### config.mk
export PLATFORM = sky130hd
export DESIGN_NAME = fiber_cluster_bank_decoder_core
export DESIGN_NICKNAME = d
export VERILOG_FILES = /design/src/rtl/core/fcbd_pkg.sv /design/src/rtl/core/fiber_cluster_bank_decoder_core.sv /design/src/rtl/core/fcbd_apb_regs.sv /design/src/rtl/core/fcbd_run_unit.sv
export SDC_FILE = /design/constraint.sdc
export NUM_CORES = 1
export LEC_CHECK = 0
export BUFFER_PORTS_ARGS = -buffer_cell sky130_fd_sc_hd__buf_2
export CAP_MARGIN = 15
export CORE_MARGIN = 2
export CORE_UTILIZATION = 51
export DETAILED_ROUTE_END_ITERATION = 16
export GPL_TIMING_DRIVEN = 0
export HOLD_SLACK_MARGIN = 0.03
export PLACE_DENSITY = 0.76
export REMOVE_ABC_BUFFERS = 1
export SETUP_SLACK_MARGIN = 0.5
export SLEW_MARGIN = 20
export SYNTH_ARGS = -nofsm -noshare
export SYNTH_HDL_FRONTEND = slang
export SYNTH_HIERARCHICAL = 1
export SYNTH_SLANG_ARGS = --single-unit
### constraint.sdc
create_clock -name i_clk -period 5.1 [get_ports i_clk]
set_input_delay 0 -clock i_clk [delete_from_list [all_inputs] [get_ports i_clk]]
set_output_delay 0 -clock i_clk [all_outputs]
set_load 0.005 [all_outputs]
### src/rtl/core/fcbd_pkg.sv
// Shared constants, field layouts and request types of the fiber cluster bank decoder.
`default_nettype none

package fcbd_pkg;

    // Raw word layout: fraction in bit 0, channel above it, fragment flag above the channel.
    localparam int CH_BITS      = 7;
    localparam int DIFF_W       = CH_BITS + 1;
    localparam int MAX_CLUSTERS = 15;
    localparam int NUM_MODULES  = 6;
    localparam int MAX_DIST     = 128;

    localparam logic [3:0] WIDTH_MIN   = 4'd4;
    localparam logic [3:0] WIDTH_MAX   = 4'd8;
    localparam logic [3:0] WIDTH_RESET = 4'd4;

    localparam logic [4:0] SIZE_FRAGMENT = 5'd0;
    localparam logic [4:0] SIZE_ORDINARY = 5'd4;

    localparam logic [7:0] VER_PLAIN = 8'd2;
    localparam logic [7:0] VER_MERGE = 8'd3;

    localparam logic [1:0] ERR_NONE    = 2'd0;
    localparam logic [1:0] ERR_VERSION = 2'd1;
    localparam logic [1:0] ERR_COUNT   = 2'd2;
    localparam logic [1:0] ERR_ORDER   = 2'd3;

    // Configuration port: a single 32-bit register, selected by the top address bit.
    localparam int APB_ADDR_W = 3;
    localparam int APB_DATA_W = 32;
    localparam logic REG_CLUSTER_MAX_WIDTH = 1'b0;

    typedef struct packed {
        logic [15:0] word;
        logic        bank_start;
        logic [5:0]  bank_quarter;
        logic [7:0]  bank_version;
        logic [11:0] words_left;
    } t_in_item;

    typedef struct packed {
        logic [6:0] channel;
        logic       fraction;
        logic [4:0] pseudo_size;
        logic [5:0] quarter;
        logic [2:0] module_res;
        logic [3:0] sensor_index;
        logic [1:0] error;
        logic       last;
    } t_out_item;

    // Per-result part that changes within one request.
    typedef struct packed {
        logic [CH_BITS-1:0] channel;
        logic               fraction;
        logic [4:0]         pseudo_size;
        logic [1:0]         error;
    } t_result;

    typedef struct packed {
        logic load;
        logic step;
    } t_run_cmd;

    typedef struct packed {
        logic [CH_BITS-1:0] channel;
        logic               more;
    } t_run_stat;

endpackage

`default_nettype wire

### src/rtl/core/fiber_cluster_bank_decoder_core.sv
// Top level of the fiber cluster bank decoder: word parser, result sequencer and output register.
//
//  Channel   Direction  Handshake            Payload
//  in        input      i_in_valid/o_in_stall  i_in_item  (fcbd_pkg::t_in_item)
//  out       output     o_out_valid/i_out_stall o_out_item (fcbd_pkg::t_out_item)
//  config    input      psel/penable/pready  paddr, pwdata, prdata
//
// A request is taken in S_IDLE and decoded in S_DECODE; its results are then loaded into the
// output register one per cycle while it is not stalled (up to 33 for a split fragment run).
// The run length is set by the shared offset adder, one edge piece per cycle while not stalled.
// A result waiting in the output register does not block the next request.
// Reset is synchronous and active low; it clears the parser state and the register to 4.
`default_nettype none

module fiber_cluster_bank_decoder_core (
    input  wire logic                            i_clk,
    input  wire logic                            i_rst_n,
    input  wire logic                            i_in_valid,
    output logic                                 o_in_stall,
    input  wire fcbd_pkg::t_in_item              i_in_item,
    output logic                                 o_out_valid,
    input  wire logic                            i_out_stall,
    output fcbd_pkg::t_out_item                  o_out_item,
    input  wire logic                            psel,
    input  wire logic                            penable,
    input  wire logic                            pwrite,
    input  wire logic [fcbd_pkg::APB_ADDR_W-1:0] paddr,
    input  wire logic [fcbd_pkg::APB_DATA_W-1:0] pwdata,
    output logic      [fcbd_pkg::APB_DATA_W-1:0] prdata,
    output logic                                 pready
);
    import fcbd_pkg::*;

    typedef enum logic [4:0] {
        S_IDLE   = 5'b00001,
        S_DECODE = 5'b00010,
        S_FIRST  = 5'b00100,
        S_RUN    = 5'b01000,
        S_FINAL  = 5'b10000
    } t_state;

    t_state             r_state, n_state;
    t_in_item           r_in;

    logic               r_expect_header, n_expect_header;
    logic [3:0]         r_clusters_left, n_clusters_left;
    logic               r_skipping, n_skipping;
    logic [2:0]         r_cur_module, n_cur_module;
    logic [3:0]         r_cur_sensor, n_cur_sensor;
    logic [5:0]         r_cur_quarter, n_cur_quarter;
    logic               r_merge_mode, n_merge_mode;
    logic               r_pending_valid, n_pending_valid;
    logic [CH_BITS-1:0] r_pending_channel, n_pending_channel;
    logic               r_pending_fraction, n_pending_fraction;
    logic               r_error_lock, n_error_lock;

    t_result            r_first, n_first;
    t_result            r_final, n_final;
    logic               r_has_run, n_has_run;
    logic               r_has_final, n_has_final;
    logic               dec_have;

    logic               r_out_valid;
    t_out_item          r_out_item;
    t_out_item          out_next;
    logic               out_free;
    logic               load_out;

    logic [3:0]         cluster_width;
    t_run_cmd           run_cmd;
    t_run_stat          run_stat;

    logic               in_fraction;
    logic [CH_BITS-1:0] in_channel;
    logic               in_flag;
    logic [DIFF_W-1:0]  diff;
    logic [4:0]         comb_wp1;
    logic [4:0]         comb_width;
    logic [4:0]         comb_wm1;
    logic [3:0]         half_cw;
    logic [CH_BITS-1:0] comb_pos;

    fcbd_apb_regs u_regs (
        .i_clk           (i_clk),
        .i_rst_n         (i_rst_n),
        .psel            (psel),
        .penable         (penable),
        .pwrite          (pwrite),
        .paddr           (paddr),
        .pwdata          (pwdata),
        .prdata          (prdata),
        .pready          (pready),
        .o_cluster_width (cluster_width)
    );

    assign in_fraction = r_in.word[0];
    assign in_channel  = r_in.word[CH_BITS:1];
    assign in_flag     = r_in.word[CH_BITS+1];
    assign diff        = {1'b0, in_channel} - {1'b0, r_pending_channel};

    // Combined cluster: width is twice the distance plus the fraction, less one.
    assign comb_wp1   = {diff[3:0], in_fraction};
    assign comb_width = (comb_wp1 >= 5'd2) ? (comb_wp1 - 5'd1) : 5'd1;
    assign comb_wm1   = comb_width - 5'd1;
    assign half_cw    = 4'(cluster_width - 4'd1) >> 1;
    assign comb_pos   = r_pending_channel - CH_BITS'(half_cw) + CH_BITS'(comb_wm1 >> 1);

    fcbd_run_unit u_run (
        .i_clk   (i_clk),
        .i_cmd   (run_cmd),
        .i_base  (r_pending_channel),
        .i_width (cluster_width),
        .i_diff  (diff),
        .o_stat  (run_stat)
    );

    // Parser: next bank state and the plan of results for the request in r_in.
    always_comb begin
        logic lock_now;
        logic bad_ver;
        logic last_g;
        logic [3:0] cl_dec;

        n_expect_header    = r_expect_header;
        n_clusters_left    = r_clusters_left;
        n_skipping         = r_skipping;
        n_cur_module       = r_cur_module;
        n_cur_sensor       = r_cur_sensor;
        n_cur_quarter      = r_cur_quarter;
        n_merge_mode       = r_merge_mode;
        n_pending_valid    = r_pending_valid;
        n_pending_channel  = r_pending_channel;
        n_pending_fraction = r_pending_fraction;
        n_error_lock       = r_error_lock;
        n_first            = '0;
        n_final            = '0;
        n_has_run          = 1'b0;
        n_has_final        = 1'b0;
        dec_have           = 1'b0;
        bad_ver            = 1'b0;
        lock_now           = r_error_lock;
        last_g             = (r_clusters_left <= 4'd1);
        cl_dec             = last_g ? 4'd0 : (r_clusters_left - 4'd1);

        if (r_in.bank_start) begin
            n_expect_header = 1'b1;
            n_clusters_left = 4'd0;
            n_skipping      = 1'b0;
            n_pending_valid = 1'b0;
            n_error_lock    = 1'b0;
            lock_now        = 1'b0;
            n_cur_quarter   = r_in.bank_quarter;
            if (r_in.bank_version == VER_PLAIN) begin
                n_merge_mode = 1'b0;
            end else if (r_in.bank_version == VER_MERGE) begin
                n_merge_mode = 1'b1;
            end else begin
                bad_ver = 1'b1;
            end
        end

        if (bad_ver) begin
            n_error_lock  = 1'b1;
            dec_have      = 1'b1;
            n_first.error = ERR_VERSION;
        end else if (!lock_now) begin
            // The first word of a bank is always a header, even when a group was cut short.
            if (r_expect_header || r_in.bank_start) begin
                // A zero word at the very end of the bank is padding.
                if (!(r_in.word == 16'd0 && r_in.words_left == 12'd0)) begin
                    n_cur_sensor = r_in.word[7:4];
                    if ({8'd0, r_in.word[3:0]} > r_in.words_left) begin
                        n_error_lock    = 1'b1;
                        n_pending_valid = 1'b0;
                        dec_have        = 1'b1;
                        n_first.error   = ERR_COUNT;
                    end else if (r_in.word[3:0] != 4'd0) begin
                        n_clusters_left = r_in.word[3:0];
                        n_expect_header = 1'b0;
                        n_skipping      = (r_in.word[15:8] >= 8'(NUM_MODULES));
                        n_cur_module    = r_in.word[10:8];
                    end
                end
            end else begin
                n_clusters_left = cl_dec;
                if (cl_dec == 4'd0) begin
                    n_expect_header = 1'b1;
                end
                if (r_skipping) begin
                    if (cl_dec == 4'd0) begin
                        n_skipping = 1'b0;
                    end
                end else if (!r_merge_mode) begin
                    dec_have            = 1'b1;
                    n_first.channel     = in_channel;
                    n_first.fraction    = in_fraction;
                    n_first.pseudo_size = in_flag ? SIZE_FRAGMENT : SIZE_ORDINARY;
                end else if (r_pending_valid && in_flag) begin
                    n_pending_valid = 1'b0;
                    dec_have        = 1'b1;
                    if (in_channel < r_pending_channel || diff > DIFF_W'(MAX_DIST)) begin
                        n_error_lock  = 1'b1;
                        n_first.error = ERR_ORDER;
                    end else if (diff > DIFF_W'(cluster_width)) begin
                        // Too wide: both ends plus evenly spaced middle pieces.
                        n_first.channel     = r_pending_channel;
                        n_first.fraction    = r_pending_fraction;
                        n_first.pseudo_size = SIZE_FRAGMENT;
                        n_has_run           = 1'b1;
                        n_has_final         = 1'b1;
                        n_final.channel     = in_channel;
                        n_final.fraction    = in_fraction;
                        n_final.pseudo_size = SIZE_FRAGMENT;
                    end else begin
                        n_first.channel     = comb_pos;
                        n_first.fraction    = comb_wm1[0];
                        n_first.pseudo_size = comb_width;
                    end
                end else begin
                    if (r_pending_valid) begin
                        dec_have            = 1'b1;
                        n_pending_valid     = 1'b0;
                        n_first.channel     = r_pending_channel;
                        n_first.fraction    = r_pending_fraction;
                        n_first.pseudo_size = SIZE_ORDINARY;
                    end
                    if (!in_flag && !last_g) begin
                        n_pending_valid    = 1'b1;
                        n_pending_channel  = in_channel;
                        n_pending_fraction = in_fraction;
                    end else if (r_pending_valid) begin
                        n_has_final         = 1'b1;
                        n_final.channel     = in_channel;
                        n_final.fraction    = in_fraction;
                        n_final.pseudo_size = SIZE_ORDINARY;
                    end else begin
                        dec_have            = 1'b1;
                        n_first.channel     = in_channel;
                        n_first.fraction    = in_fraction;
                        n_first.pseudo_size = SIZE_ORDINARY;
                    end
                end
            end
        end
    end

    assign out_free = !r_out_valid || !i_out_stall;

    // Sequencer: first result, optional run of middle pieces, optional final result.
    always_comb begin
        n_state              = r_state;
        run_cmd              = '0;
        load_out             = 1'b0;
        out_next.channel     = r_first.channel;
        out_next.fraction    = r_first.fraction;
        out_next.pseudo_size = r_first.pseudo_size;
        out_next.error       = r_first.error;
        out_next.last        = !r_has_run && !r_has_final;
        out_next.quarter     = r_cur_quarter;
        out_next.module_res  = r_cur_module;
        out_next.sensor_index = r_cur_sensor;

        unique case (r_state)
            S_IDLE: begin
                if (i_in_valid) begin
                    n_state = S_DECODE;
                end
            end
            S_DECODE: begin
                run_cmd.load = n_has_run;
                n_state      = dec_have ? S_FIRST : S_IDLE;
            end
            S_FIRST: begin
                if (out_free) begin
                    load_out = 1'b1;
                    if (r_has_run) begin
                        n_state = S_RUN;
                    end else if (r_has_final) begin
                        n_state = S_FINAL;
                    end else begin
                        n_state = S_IDLE;
                    end
                end
            end
            S_RUN: begin
                out_next.channel     = run_stat.channel;
                out_next.fraction    = r_first.fraction;
                out_next.pseudo_size = SIZE_FRAGMENT;
                out_next.error       = ERR_NONE;
                out_next.last        = 1'b0;
                if (out_free) begin
                    load_out     = 1'b1;
                    run_cmd.step = 1'b1;
                    if (!run_stat.more) begin
                        n_state = S_FINAL;
                    end
                end
            end
            S_FINAL: begin
                out_next.channel     = r_final.channel;
                out_next.fraction    = r_final.fraction;
                out_next.pseudo_size = r_final.pseudo_size;
                out_next.error       = r_final.error;
                out_next.last        = 1'b1;
                if (out_free) begin
                    load_out = 1'b1;
                    n_state  = S_IDLE;
                end
            end
            default: begin
                n_state = S_IDLE;
            end
        endcase
    end

    always_ff @(posedge i_clk) begin
        if (!i_rst_n) begin
            r_state            <= S_IDLE;
            r_expect_header    <= 1'b1;
            r_clusters_left    <= 4'd0;
            r_skipping         <= 1'b0;
            r_cur_module       <= 3'd0;
            r_cur_sensor       <= 4'd0;
            r_cur_quarter      <= 6'd0;
            r_merge_mode       <= 1'b0;
            r_pending_valid    <= 1'b0;
            r_pending_channel  <= '0;
            r_pending_fraction <= 1'b0;
            r_error_lock       <= 1'b0;
            r_has_run          <= 1'b0;
            r_has_final        <= 1'b0;
            r_out_valid        <= 1'b0;
        end else begin
            r_state <= n_state;
            if (r_state == S_DECODE) begin
                r_expect_header    <= n_expect_header;
                r_clusters_left    <= n_clusters_left;
                r_skipping         <= n_skipping;
                r_cur_module       <= n_cur_module;
                r_cur_sensor       <= n_cur_sensor;
                r_cur_quarter      <= n_cur_quarter;
                r_merge_mode       <= n_merge_mode;
                r_pending_valid    <= n_pending_valid;
                r_pending_channel  <= n_pending_channel;
                r_pending_fraction <= n_pending_fraction;
                r_error_lock       <= n_error_lock;
                r_has_run          <= n_has_run;
                r_has_final        <= n_has_final;
            end
            if (load_out) begin
                r_out_valid <= 1'b1;
            end else if (!i_out_stall) begin
                r_out_valid <= 1'b0;
            end
        end
    end

    always_ff @(posedge i_clk) begin
        if (r_state == S_IDLE && i_in_valid) begin
            r_in <= i_in_item;
        end
        if (r_state == S_DECODE) begin
            r_first <= n_first;
            r_final <= n_final;
        end
        if (load_out) begin
            r_out_item <= out_next;
        end
    end

    assign o_in_stall  = (r_state != S_IDLE);
    assign o_out_valid = r_out_valid;
    assign o_out_item  = r_out_item;

    // An error always ends the results of its request.
    a_error_last: assert property (@(posedge i_clk) disable iff (!i_rst_n)
        (o_out_valid && o_out_item.error != ERR_NONE) |-> o_out_item.last)
        else $error("error result without last");

    // A held word exists only in banks that merge fragments.
    a_pending_mode: assert property (@(posedge i_clk) disable iff (!i_rst_n)
        r_pending_valid |-> r_merge_mode)
        else $error("held word outside merge mode");

    // A locked bank never keeps a held word.
    a_lock_pending: assert property (@(posedge i_clk) disable iff (!i_rst_n)
        r_error_lock |-> !r_pending_valid)
        else $error("held word while locked");

    // A run of middle pieces always closes with the far edge.
    a_run_final: assert property (@(posedge i_clk) disable iff (!i_rst_n)
        (r_state == S_RUN) |-> r_has_final)
        else $error("fragment run without closing edge");

    // The output register is only refilled once the previous result has been taken.
    a_out_hold: assert property (@(posedge i_clk) disable iff (!i_rst_n)
        (o_out_valid && i_out_stall) |=> (o_out_valid && $stable(o_out_item)))
        else $error("stalled result overwritten");

endmodule

`default_nettype wire

### src/rtl/core/fcbd_apb_regs.sv
// Configuration register file with the saturated cluster width used by the datapath.
`default_nettype none

module fcbd_apb_regs (
    input  wire logic                            i_clk,
    input  wire logic                            i_rst_n,
    input  wire logic                            psel,
    input  wire logic                            penable,
    input  wire logic                            pwrite,
    input  wire logic [fcbd_pkg::APB_ADDR_W-1:0] paddr,
    input  wire logic [fcbd_pkg::APB_DATA_W-1:0] pwdata,
    output logic      [fcbd_pkg::APB_DATA_W-1:0] prdata,
    output logic                                 pready,
    output logic      [3:0]                      o_cluster_width
);
    import fcbd_pkg::*;

    logic [3:0] r_max_width;
    logic       reg_hit;

    assign reg_hit = (paddr[APB_ADDR_W-1] == REG_CLUSTER_MAX_WIDTH);
    assign pready  = 1'b1;

    always_ff @(posedge i_clk) begin
        if (!i_rst_n) begin
            r_max_width <= WIDTH_RESET;
        end else if (psel && penable && pwrite && pready && reg_hit) begin
            r_max_width <= pwdata[3:0];
        end
    end

    assign prdata = reg_hit ? {{(APB_DATA_W-4){1'b0}}, r_max_width} : '0;

    always_comb begin
        if (r_max_width < WIDTH_MIN) begin
            o_cluster_width = WIDTH_MIN;
        end else if (r_max_width > WIDTH_MAX) begin
            o_cluster_width = WIDTH_MAX;
        end else begin
            o_cluster_width = r_max_width;
        end
    end

endmodule

`default_nettype wire

### src/rtl/core/fcbd_run_unit.sv
// Shared offset adder and compare that walks the edge positions of a split fragment run.
`default_nettype none

module fcbd_run_unit (
    input  wire logic                         i_clk,
    input  wire fcbd_pkg::t_run_cmd           i_cmd,
    input  wire logic [fcbd_pkg::CH_BITS-1:0] i_base,
    input  wire logic [3:0]                   i_width,
    input  wire logic [fcbd_pkg::DIFF_W-1:0]  i_diff,
    output fcbd_pkg::t_run_stat               o_stat
);
    import fcbd_pkg::*;

    logic [CH_BITS-1:0] r_base;
    logic [3:0]         r_width;
    logic [DIFF_W-1:0]  r_diff;
    logic [DIFF_W-1:0]  r_off;
    logic [DIFF_W:0]    next_off;

    // The offset never passes the distance plus one step, so one extra bit holds the sum.
    assign next_off = {1'b0, r_off} + (DIFF_W+1)'(r_width);

    always_ff @(posedge i_clk) begin
        if (i_cmd.load) begin
            r_base  <= i_base;
            r_width <= i_width;
            r_diff  <= i_diff;
            r_off   <= DIFF_W'(i_width);
        end else if (i_cmd.step) begin
            r_off <= next_off[DIFF_W-1:0];
        end
    end

    assign o_stat.channel = r_base + r_off[CH_BITS-1:0];
    assign o_stat.more    = (next_off < {1'b0, r_diff});

endmodule

`default_nettype wire

==> results of run 1 <==
==> cell type report <==
class                      instances  area share
multi-input combinational        575      0.3758
tap                              220     0.02605
clock inverter                    14     0.01303
inverter                          49     0.01753
timing repair buffer             151      0.1002
clock buffer                      18     0.04156
sequential                       165      0.4258
==> synth_stat cells, types with 9 or more instances <==
| library cell | n |
|---|---|
| edfxtp_1 | 119 |
| inv_1 | 48 |
| a21boi_0 | 9 |
| xor2_1 | 13 |
| nor2_1 | 67 |
| and2_1 | 18 |
| ha_1 | 46 |
| clkbuf_1 | 24 |
| nand2_1 | 57 |
| nor4_1 | 10 |
| dfxtp_1 | 46 |
| o31ai_1 | 9 |
| nor3_1 | 13 |
| a21oi_1 | 49 |
| nand3_1 | 23 |
| mux2i_1 | 19 |
| buf_4 | 30 |
| nand2b_1 | 12 |
| nor2b_1 | 29 |
| xnor2_1 | 16 |
| o22ai_1 | 11 |
| o21ai_0 | 28 |
==> path summary, 6_finish.rpt <==
check	end	startpoint
max	r_first[14]	in_channel[0]
min	o_out_valid	i_out_stall
max reg2reg	r_first[14]	in_channel[0]
min reg2reg	o_out_item[13]	r_cur_quarter[3]
==> worst min-delay path, stage by stage <==
cell and delay (ns):
buf_2 0.07, and2_1 0.24, o21a_1 0.14
==> timing repair <==
action	CTS	global route
setup buffers	7	1
resized for setup	19	7
endpoints found under the setup margin	5	2
hold endpoints to repair	48	0
hold buffers	48	0
pin swaps	7	3
==> power by group through the flow <==
| stage | clock [W] | combinational (W) | sequential (W) |
|---|---|---|---|
| 2_1_floorplan | 0 | 0.000315 | 0.00157 |
| 3_3_place_gp | 0 | 0.000411 | 0.00159 |
| 3_5_place_dp | 0 | 0.000433 | 0.00159 |
| 4_1_cts | 0.00127 | 0.000505 | 0.00155 |
| 5_1_grt | 0.00132 | 0.000592 | 0.00156 |
| 6_report | 0.00126 | 0.000526 | 0.00155 |
==> cells by family (layout without fill, tap and decap cells) <==
family          Yosys count  count (layout)  synth area share
compound gates          171             171            0.1290
xor+xnor                 29              29           0.02916
fa+ha+maj                52              52           0.07987
buf+inv                 107             232           0.06019
flops                   165             165            0.5160
mux                      24              24           0.02830
other cells               2              29         0.0008623
simple gates            270             270            0.1566
==> metrics by stage <==
step	instances	cell area, um2	TNS, ns	hold slack (ns)	total power (W)
after global placement	1098	9191	-59.31	0.1764	0.001999
after floorplan	789	8471	-2.788	0.02691	0.001885
after detailed placement	1104	9301	-0.2408	0.1781	0.002019
final	1192	10570	0	0.05232	0.003338
after global routing	1192	10570	0	0.06912	0.003472
after CTS	1191	10500	0	0.03815	0.003327
==> per-layer routing <==
metal,vias up,wire [um]
met5,-,0
met4,0,318
li1,3174,-
met2,204,9229
met3,26,1015
met1,3075,8151
==> sequential cells by signal, summed over array words and instances, names as in the netlist, 5 cells and up <==
name               cells
r_first               15
r_pending_channel      7
o_out_item            29
u_run/r_off            8
r_cur_quarter          6
u_run/r_diff           8
u_run/r_base           7
r_state                5
in_channel             7
r_final                9
r_in                  34
==> out/qor.csv, run 1 <==
stage,metric,value,unit
place,portBuffers,89,
place,hpwl,12.54,mm
die,io_pins,149,
setup_path,worst-r2r-setup-slack,0.52,ns
setup_path,critical_path_class,reg -> reg,
finish,layout-drive-gt1-share,0.1831,
timing,finalSetupViolations,0,
detailed_routing,wl_per_cell,15.70,um
setup_path,rr_worst_depth,19,
setup_path,cp_cell_sequence,inv_1 > ha_1 > inv_1 > fa_2 > xor2_4 > or4_4 > nand2_2 > ha_4 > xnor2_2 > fa_1 > fa_2 > a21o_1 > a21oi_2 > nor2b_1 > o21a_1 > o21a_1 > o21ai_2 > o21ai_0 > o21a_1,
global_routing,overflow,0,
detailed_routing,route.vias.total,6479,
die,dieWidth,134.7,um
detailed_routing,drc,0,
finish,post-route-util,0.6349,
cts,clockBufferDepth,2,
global_routing,grt_pass1_vias,6153,
power,pwr-share-clk,0.377,
timing,finalCriticalPeriod,4.580,ns
power,peakVddDrop,0.3170,mV
power,p_seq_frac,0.465,
finish,fill_cells,1284,
setup_path,cp.arrival,4.76,ns
setup_path,startpoint_type,flop,
setup_path,critPathSlowestCell,or4_4,
power,power_frac_comb,0.157,
power,switchingPower,0.0008909,W
detailed_routing,drtIter0Drc,562,
finish,final_common_cell,edfxtp_1,
synthesis,synth_area_leader_cell,edfxtp_1,
cts,ctsRootBufferMaster,clkbuf_16,
timing,fmax,0.2183,GHz
die,num_rows,47,
job,drv_cap,0,
detailed_routing,routed_via_density,5.435,
synthesis,synthDistinctLibCells,69,
status,outcome,completed,
cts,ctsHtreeMaxLevel,4,
detailed_routing,antenna_left,0,
power,netSwitchingFraction,0.2669,
place,post-place-ws,-0.2408,ns
power,p_leak,4.105,nW
finish,final_cell_mix,"edfxtp_1 (119), buf_2 (91), nor2_1 (66)",
setup_path,cp_num_cells,19,
cts,clkSinkCount,165,
die,die_h,134.7,um
synthesis,yosysSeqAreaShare,0.5160,
timing,maxSlewViolCount,0,
synthesis,yosys-top-cells-area,"edfxtp_1 (41%), dfxtp_1 (11%), ha_1 (6.6%)",
synthesis,async_flop_share,0,
cts,cts_buffers,17,
detailed_routing,firstDrtPassIters,7,
timing,slew_headroom,0.4581,
die,core_area,16640,um2
die,dieArea,18140,um2
global_routing,grtUsageMet3,0.03754,
cts,path_clk_slew,0.07,ns
setup_path,critical_path.max_fanout,5,
synthesis,syn_inst,820,
global_routing,use_met1,0.2824,
synthesis,synth_edf_count,119,
setup_path,crit_top_cell,o21a_1,
finish,seq_area,4499,um2
setup_path,required,5.28,ns
setup_path,critPathMaxStageDelay,0.57,ns
global_routing,track_usage,0.2126,
hold_path,hold_class,in -> reg,
global_routing,grt_use_met2,0.3542,
power,powerDensity,315.9,nW/um2
timing,rsz0062_at_grt,true,
global_routing,grt_max_degree,48,
timing,post-route-period-util,0.8980,
die,start_util,0.5233,
setup_path,end_kind,flop,
timing,skew,0.01180,ns
finish,fin_nets,1096,
hold_path,holdPathStages,3,
finish,multi_input_area,3971,um2
cts,insertion_delay,0.43,ns
setup_path,critPathTopFamily,adder cells,
timing,layout_setup_ws,0.5201,ns
timing,tightest_slew,0.8061,ns
synthesis,yosysWarnings,6,
synthesis,synth-seq-cells,165,
setup_path,cp_num_buf_inv,2,
detailed_routing,wirelength,18.71,mm
global_routing,antenna_found_initial,0,
global_routing,grt_pass1_wl,30.23,mm
finish,diodes,0,
synthesis,synth_top_area_frac,0.4103,
power,p_int,0.002447,W
place,gp_congestion,0.8698,
synthesis,synth_ff_type,edfxtp_1,
global_routing,grt-busiest-layer,met2,
cts,tritoncts,done,
timing,finalHoldViolations,0,
synthesis,syn_area_per_cell,10.62,um2
finish,area_growth_syn_to_layout,21.32,%
synthesis,synthesis.area,8710,um2
Power figures use the tool's default switching activity.
==> run 2, diff against run 1 <==
--- a/config.mk
+++ b/config.mk
@@ -8,11 +8,10 @@
 export BUFFER_PORTS_ARGS = -buffer_cell sky130_fd_sc_hd__buf_2
 export CAP_MARGIN = 15
 export CORE_MARGIN = 2
-export CORE_UTILIZATION = 51
+export CORE_UTILIZATION = 30
 export DETAILED_ROUTE_END_ITERATION = 16
 export GPL_TIMING_DRIVEN = 0
 export HOLD_SLACK_MARGIN = 0.03
-export PLACE_DENSITY = 0.76
 export REMOVE_ABC_BUFFERS = 1
 export SETUP_SLACK_MARGIN = 0.5
 export SLEW_MARGIN = 20
==> out/qor.csv, run 2 (synthesis gave the netlist of run 1 again) <==
stage,metric,value,unit,change
cts,path_clk_slew,0.07,ns,about the same
power,netSwitchingFraction,0.2786,,+0.01163
timing,finalCriticalPeriod,4.590,ns,+0.01015 ns
global_routing,overflow,0,,unchanged
power,power_frac_comb,0.159,,+0.002
cts,clockBufferDepth,2,,unchanged
global_routing,grt_pass1_vias,6196,,+0.70%
setup_path,critical_path_class,reg -> reg,,
hold_path,hold_class,in -> reg,,
finish,diodes,0,,unchanged
timing,maxSlewViolCount,0,,unchanged
setup_path,critPathMaxStageDelay,0.57,ns,about the same
finish,post-route-util,0.3797,,-0.2552
die,io_pins,149,,unchanged
setup_path,startpoint_type,flop,,
setup_path,required,5.39,ns,+0.11 ns
die,die_h,174.4,um,+29%
timing,finalHoldViolations,0,,unchanged
cts,tritoncts,done,,
finish,final_common_cell,edfxtp_1,,
global_routing,grt_pass1_wl,32.29,mm,+6.8%
setup_path,critPathTopFamily,adder cells,,
cts,ctsHtreeMaxLevel,4,,unchanged
finish,top_register,r_in,,
detailed_routing,routed_via_density,4.765,,-12%
timing,finalSetupViolations,0,,unchanged
detailed_routing,route.vias.total,6485,,+0.093%
timing,tightest_slew,0.8481,ns,+0.04196 ns
timing,hold_ws,0.07084,ns,+0.01851 ns
detailed_routing,antenna_left,0,,unchanged
setup_path,critPathSlowestCell,or4_4,,
setup_path,critical_path.max_fanout,4,,-1
place,hpwl,14.00,mm,+12%
timing,rsz0062_at_grt,true,,
power,switchingPower,0.0009620,W,+8.0%
die,core_area,28630,um2,+72%
setup_path,cp.arrival,4.88,ns,+0.12 ns
finish,largest_register_ffs,34,,unchanged
detailed_routing,wl_per_cell,14.95,um,-4.8%
setup_path,cp_cell_sequence,inv_2 > ha_4 > inv_2 > fa_2 > nand2b_4 > or4_4 > nand2_4 > ha_4 > xnor2_2 > fa_1 > fa_2 > a21o_1 > a21oi_2 > nor2b_1 > o21a_1 > o21a_1 > o21ai_2 > nor4b_4 > o21a_1,,
power,fin_total_pwr,0.003454,W,+3.5%
detailed_routing,wirelength,20.35,mm,+8.7%
power,p_leak,4.132,nW,+0.67%
die,dieWidth,174.4,um,+29%
setup_path,end_kind,flop,,
detailed_routing,firstDrtPassIters,6,,-1
global_routing,grt_max_degree,48,,unchanged
finish,final_cell_mix,"edfxtp_1 (119), buf_2 (90), nor2_1 (66)",,
finish,area_growth_syn_to_layout,24.80,%,
finish,fin_nets,1101,,+0.46%
setup_path,cp_num_buf_inv,2,,unchanged
power,p_seq_frac,0.450,,-0.015
power,pwr-share-clk,0.391,,+0.014
timing,skew,0.01158,ns,-0.0002182 ns
detailed_routing,drc,0,,unchanged
timing,layout_setup_ws,0.5099,ns,-0.01015 ns
detailed_routing,drtIter0Drc,370,,-34%
cts,insertion_delay,0.43,ns,about the same
die,start_util,0.3043,,-0.2191
power,peakVddDrop,0.1875,mV,-41%
die,num_rows,62,,+32%
global_routing,track_usage,0.1353,,-0.07737
place,gp_congestion,0.8484,,-2.5%
timing,fmax,0.2179,GHz,-0.22%
place,post-place-ws,-0.2946,ns,-0.05379 ns
status,outcome,completed,,
power,p_int,0.002492,W,+1.8%
die,dieArea,30410,um2,+68%
cts,cts_buffers,17,,unchanged
finish,layout-drive-gt1-share,0.1924,,+0.009298
job,drv_cap,0,,unchanged
timing,slew_headroom,0.4315,,-0.02658
place,portBuffers,89,,unchanged
cts,clkSinkCount,165,,unchanged
cts,ctsRootBufferMaster,clkbuf_16,,
power,powerDensity,317.7,nW/um2,+0.59%
setup_path,crit_top_cell,o21a_1,,
timing,post-route-period-util,0.9000,,+0.001989
global_routing,antenna_found_initial,0,,unchanged
==> run 2: worst paths after layout <==
kind,startpoint,to,slack (ns),cells past startpoint
worst max-delay path,in_channel[0],r_first[14],0.51,19
worst min-delay path,i_out_stall,o_out_valid,0.07,3
worst max register to register,in_channel[0],r_first[14],0.51,19
worst min register to register,r_cur_quarter[3],o_out_item[13],0.42,0
==> run 2: worst reg2reg max path: stages (launching register included) <==
cell,delay [ns]
edfxtp_1,0.43
inv_2,0.11
ha_4,0.13
inv_2,0.03
fa_2,0.46
nand2b_4,0.17
or4_4,0.57
nand2_4,0.10
ha_4,0.15
xnor2_2,0.12
fa_1,0.48
fa_2,0.36
a21o_1,0.17
a21oi_2,0.14
nor2b_1,0.06
o21a_1,0.19
o21a_1,0.18
o21ai_2,0.16
nor4b_4,0.24
o21a_1,0.20
==> run 2: what timing repair did <==
| action | in CTS | in global routing |
|---|---|---|
| pin swaps | 7 | 4 |
| endpoints found under the setup margin | 5 | 3 |
| endpoints found under the hold margin | 48 | 0 |
| hold buffers | 48 | 0 |
| gates resized for setup | 19 | 14 |
| buffers inserted | 9 | 4 |
==> run 2: metal layers <==
metal	vias to the layer above	track usage	part of all wire
met3	26	0.02297	0.046
met2	178	0.2230	0.47
met5	-	0	0
met1	3095	0.1777	0.46
met4	0	0.05112	0.019
li1	3186	-	-
==> run 2: stage by stage <==
stage | cells | area (um2) | setup TNS (ns)
global route | 1361 | 10870 | 0
floorplan | 789 | 8471 | -2.788
finish | 1361 | 10870 | 0
global placement | 1262 | 9397 | -70.11
CTS | 1357 | 10770 | 0
detailed placement | 1268 | 9509 | -0.2946
==> run 2: cell type report <==
cell class,instances,area (um2)
fillers,2784,17760
flip-flops and latches,165,4499
multi-input cells,575,3976
repair buffers,156,1099
well taps,384,480.5
clock buffers,18,450.4
inverters,49,185.2
clock inverters,14,178.9
==> run 2: power by group through the flow <==
stage          clock [W]  combinational (W)  sequential (W)
5_1_grt          0.00143           0.000609         0.00156
2_1_floorplan          0           0.000315         0.00157
6_report         0.00135           0.000550         0.00155
3_3_place_gp           0           0.000427         0.00159
4_1_cts          0.00138           0.000522         0.00155
3_5_place_dp           0           0.000446         0.00159
==> run 3, diff against run 2 <==
--- a/config.mk
+++ b/config.mk
@@ -7,7 +7,7 @@
 export LEC_CHECK = 0
 export BUFFER_PORTS_ARGS = -buffer_cell sky130_fd_sc_hd__buf_2
 export CAP_MARGIN = 15
-export CORE_MARGIN = 2
+export CORE_MARGIN = 1.5
 export CORE_UTILIZATION = 30
 export DETAILED_ROUTE_END_ITERATION = 16
 export GPL_TIMING_DRIVEN = 0
@@ -17,5 +17,4 @@
 export SLEW_MARGIN = 20
 export SYNTH_ARGS = -nofsm -noshare
 export SYNTH_HDL_FRONTEND = slang
-export SYNTH_HIERARCHICAL = 1
 export SYNTH_SLANG_ARGS = --single-unit
==> out/qor.csv, run 3 <==
stage,metric,value,unit,change
synthesis,syn_inst,804,,-2.0%
finish,fill_cells,2751,,-1.2%
finish,layout-drive-gt1-share,0.1905,,-0.001950
setup_path,startpoint_type,flop,,
die,dieWidth,171.8,um,-1.5%
timing,slew_headroom,0.2399,,-0.1917
detailed_routing,wl_met3,885,um,-4.8%
die,core_area,27930,um2,-2.4%
power,fin_total_pwr,0.003974,W,+15%
die,io_pins,149,,unchanged
timing,post-route-period-util,0.9394,,+0.03938
timing,hold_ws,0.09363,ns,+0.02279 ns
setup_path,critical_path_class,reg -> reg,,
synthesis,synthesis.area,8543,um2,-1.9%
finish,fin_nets,1090,,-1.0%
detailed_routing,wirelength,20.56,mm,+1.0%
synthesis,yosysWarnings,0,,-6
timing,fmax,0.2087,GHz,-4.2%
setup_path,worst-r2r-setup-slack,0.31,ns,-0.20 ns
setup_path,reg2reg_from,in_channel[0],,
finish,post-route-util,0.3832,,+0.003520
synthesis,ys_top_cells_by_count,"edfxtp_1 (119), nand2_1 (67), a21oi_1 (63)",,
power,peakVddDrop,0.2384,mV,+27%
detailed_routing,antenna_left,0,,unchanged
synthesis,async_flop_share,0,,unchanged
detailed_routing,firstDrtPassIters,5,,-1
cts,ctsHtreeMaxLevel,4,,unchanged
setup_path,cp.arrival,5.08,ns,+0.20 ns
timing,finalSetupViolations,0,,unchanged
die,start_util,0.3058,,+0.001566
cts,insertion_delay,0.43,ns,about the same
cts,clockBufferDepth,2,,unchanged
place,post-place-ws,-0.4005,ns,-0.1060 ns
synthesis,synth_top_area_frac,0.4183,,+0.007992
finish,final_cell_mix,"edfxtp_1 (119), buf_2 (89), nand2_1 (66)",,
detailed_routing,top_layer_used,met4,,
global_routing,grt_pass1_wl,32.22,mm,-0.19%
synthesis,synth_ff_type,edfxtp_1,,
status,outcome,completed,,
cts,ctsRootBufferMaster,clkbuf_16,,
synthesis,syn_area_per_cell,10.63,um2,about the same
timing,maxSlewViolCount,0,,unchanged
setup_path,startpoint,in_channel[0],,
timing,tightest_slew,1.132,ns,+0.2834 ns
timing,rsz0062_at_grt,true,,
global_routing,overflow,0,,unchanged
global_routing,antenna_found_initial,0,,unchanged
setup_path,required,5.38,ns,about the same
detailed_routing,route.vias.total,6417,,-1.0%
timing,finalSetupTns,0,ns,unchanged
global_routing,grt_max_degree,38,,-21%
hold_path,holdPathStages,4,,+1
cts,tritoncts,done,,
cts,clkSinkCount,165,,unchanged
synthesis,synthDistinctLibCells,67,,-2.9%
global_routing,track_usage,0.1422,,+0.006934
place,gp_congestion,0.9020,,+6.3%
timing,skew,0.01102,ns,-0.0005554 ns
hold_path,hp-start,pwrite,,
setup_path,end_kind,flop,,
power,powerDensity,371.3,nW/um2,+17%
job,drv_cap,0,,unchanged
die,die_h,171.8,um,-1.5%
detailed_routing,wl_met1,9.593,mm,+2.1%
hold_path,hold_end,u_regs.r_max_width[0],,
setup_path,critical_path.max_fanout,5,,+1
detailed_routing,wl_per_cell,15.30,um,+2.3%
timing,finalHoldViolations,0,,unchanged
setup_path,rr_worst_depth,19,,unchanged
timing,layout_setup_ws,0.3091,ns,-0.2008 ns
cts,path_clk_slew,0.07,ns,about the same
finish,largest_register_ffs,34,,unchanged
finish,area_growth_syn_to_layout,25.31,%,
setup_path,rr_endpoint,r_first[14],,
die,num_rows,61,,-1.6%
finish,diodes,0,,unchanged
power,p_leak,4.015,nW,-2.8%
detailed_routing,wl_met2,9.815,mm,+1.7%
place,hpwl,14.81,mm,+5.7%
detailed_routing,routed_via_density,4.775,,+0.20%
synthesis,synth_most_common_cell,edfxtp_1,,
synthesis,yosys-top-cells-area,"edfxtp_1 (42%), dfxtp_1 (11%), ha_1 (6.7%)",,
place,portBuffers,89,,unchanged
detailed_routing,drtIter0Drc,465,,+26%
detailed_routing,drc,0,,unchanged
cts,cts_buffers,17,,unchanged
synthesis,synth_edf_count,119,,unchanged
synthesis,yosysSeqAreaShare,0.5261,,+0.01005
timing,finalCriticalPeriod,4.791,ns,+0.2008 ns
global_routing,grt_pass1_vias,6065,,-2.1%
synthesis,synth_area_leader_cell,edfxtp_1,,
die,dieArea,29500,um2,-3.0%
finish,top_register,r_in,,
hold_path,hold_class,in -> reg,,
finish,final_common_cell,edfxtp_1,,
synthesis,synth-seq-cells,165,,unchanged
run 3: report_power, final:
group | internal (W) | switching, W
clock network | 0.000705 | 0.000594
registers | 0.00160 | 0.0000884
logic | 0.000415 | 0.000576
run 3: final cells by class:
type / count / area, um2 / area share
Tap cell: 378 / 473.0 / 0.04418
Inverter: 49 / 183.9 / 0.01718
Sequential cell: 165 / 4498 / 0.4202
Multi-Input combinational cell: 562 / 3811 / 0.3560
Clock buffer: 17 / 425.4 / 0.03974
Timing Repair Buffer: 158 / 1131 / 0.1057
Clock inverter: 15 / 182.7 / 0.01706
run 3: critical path: stages, from the launching register on:
cell and delay (ns):
edfxtp_1 0.43, inv_2 0.12, ha_4 0.13, inv_1 0.05
fa_2 0.39, xor2_4 0.23, or3_4 0.37, or2_4 0.29
nand2_4 0.08, ha_4 0.15, xnor2_2 0.08, fa_1 0.53
fa_2 0.39, a21oi_4 0.17, o211ai_1 0.10, a21oi_1 0.19
xnor2_1 0.10, or4_1 0.41, a211o_1 0.30, a21oi_2 0.12
run 3: routing by layer:
metal  up-vias  GRT usage
met5         -          0
met4         0    0.03781
met3        24    0.02508
met2       168     0.2338
met1      3060     0.1926
li1       3165          -
run 3: what timing repair did:
item,4_1_cts,5_1_grt
gates resized for setup,24,5
pin swaps,12,7
setup buffers,10,5
hold endpoints to repair,61,0
hold buffers,51,0
cloned,0,0
endpoints found under the setup margin,9,7
run 3: through the flow:
stage	cells	area, um2
after floorplan	776	8327
after global placement	1243	9245
after detailed placement	1246	9334
after CTS	1339	10640
after global routing	1344	10710
final	1344	10710
run 3: how the worst max path moves through the flow:
stage                        endpoint  cells after the start
after floorplan           r_first[14]                     19
after detailed placement  r_first[14]                     19
after CTS                 r_first[14]                     19
after global placement    r_first[14]                     19
final                     r_first[14]                     19
after global routing      r_first[14]                     19
run 3: logic make-up (layout without fill, tap and decap cells):
family	Yosys count	after routing	synth area share
fa+ha+maj	52	52	0.08143
xor+xnor	32	32	0.03369
flops	165	165	0.5261
compound gates	187	187	0.1384
mux	19	19	0.02299
buf+inv	105	239	0.05917
other cells	2	30	0.0008791
simple gates	242	242	0.1374
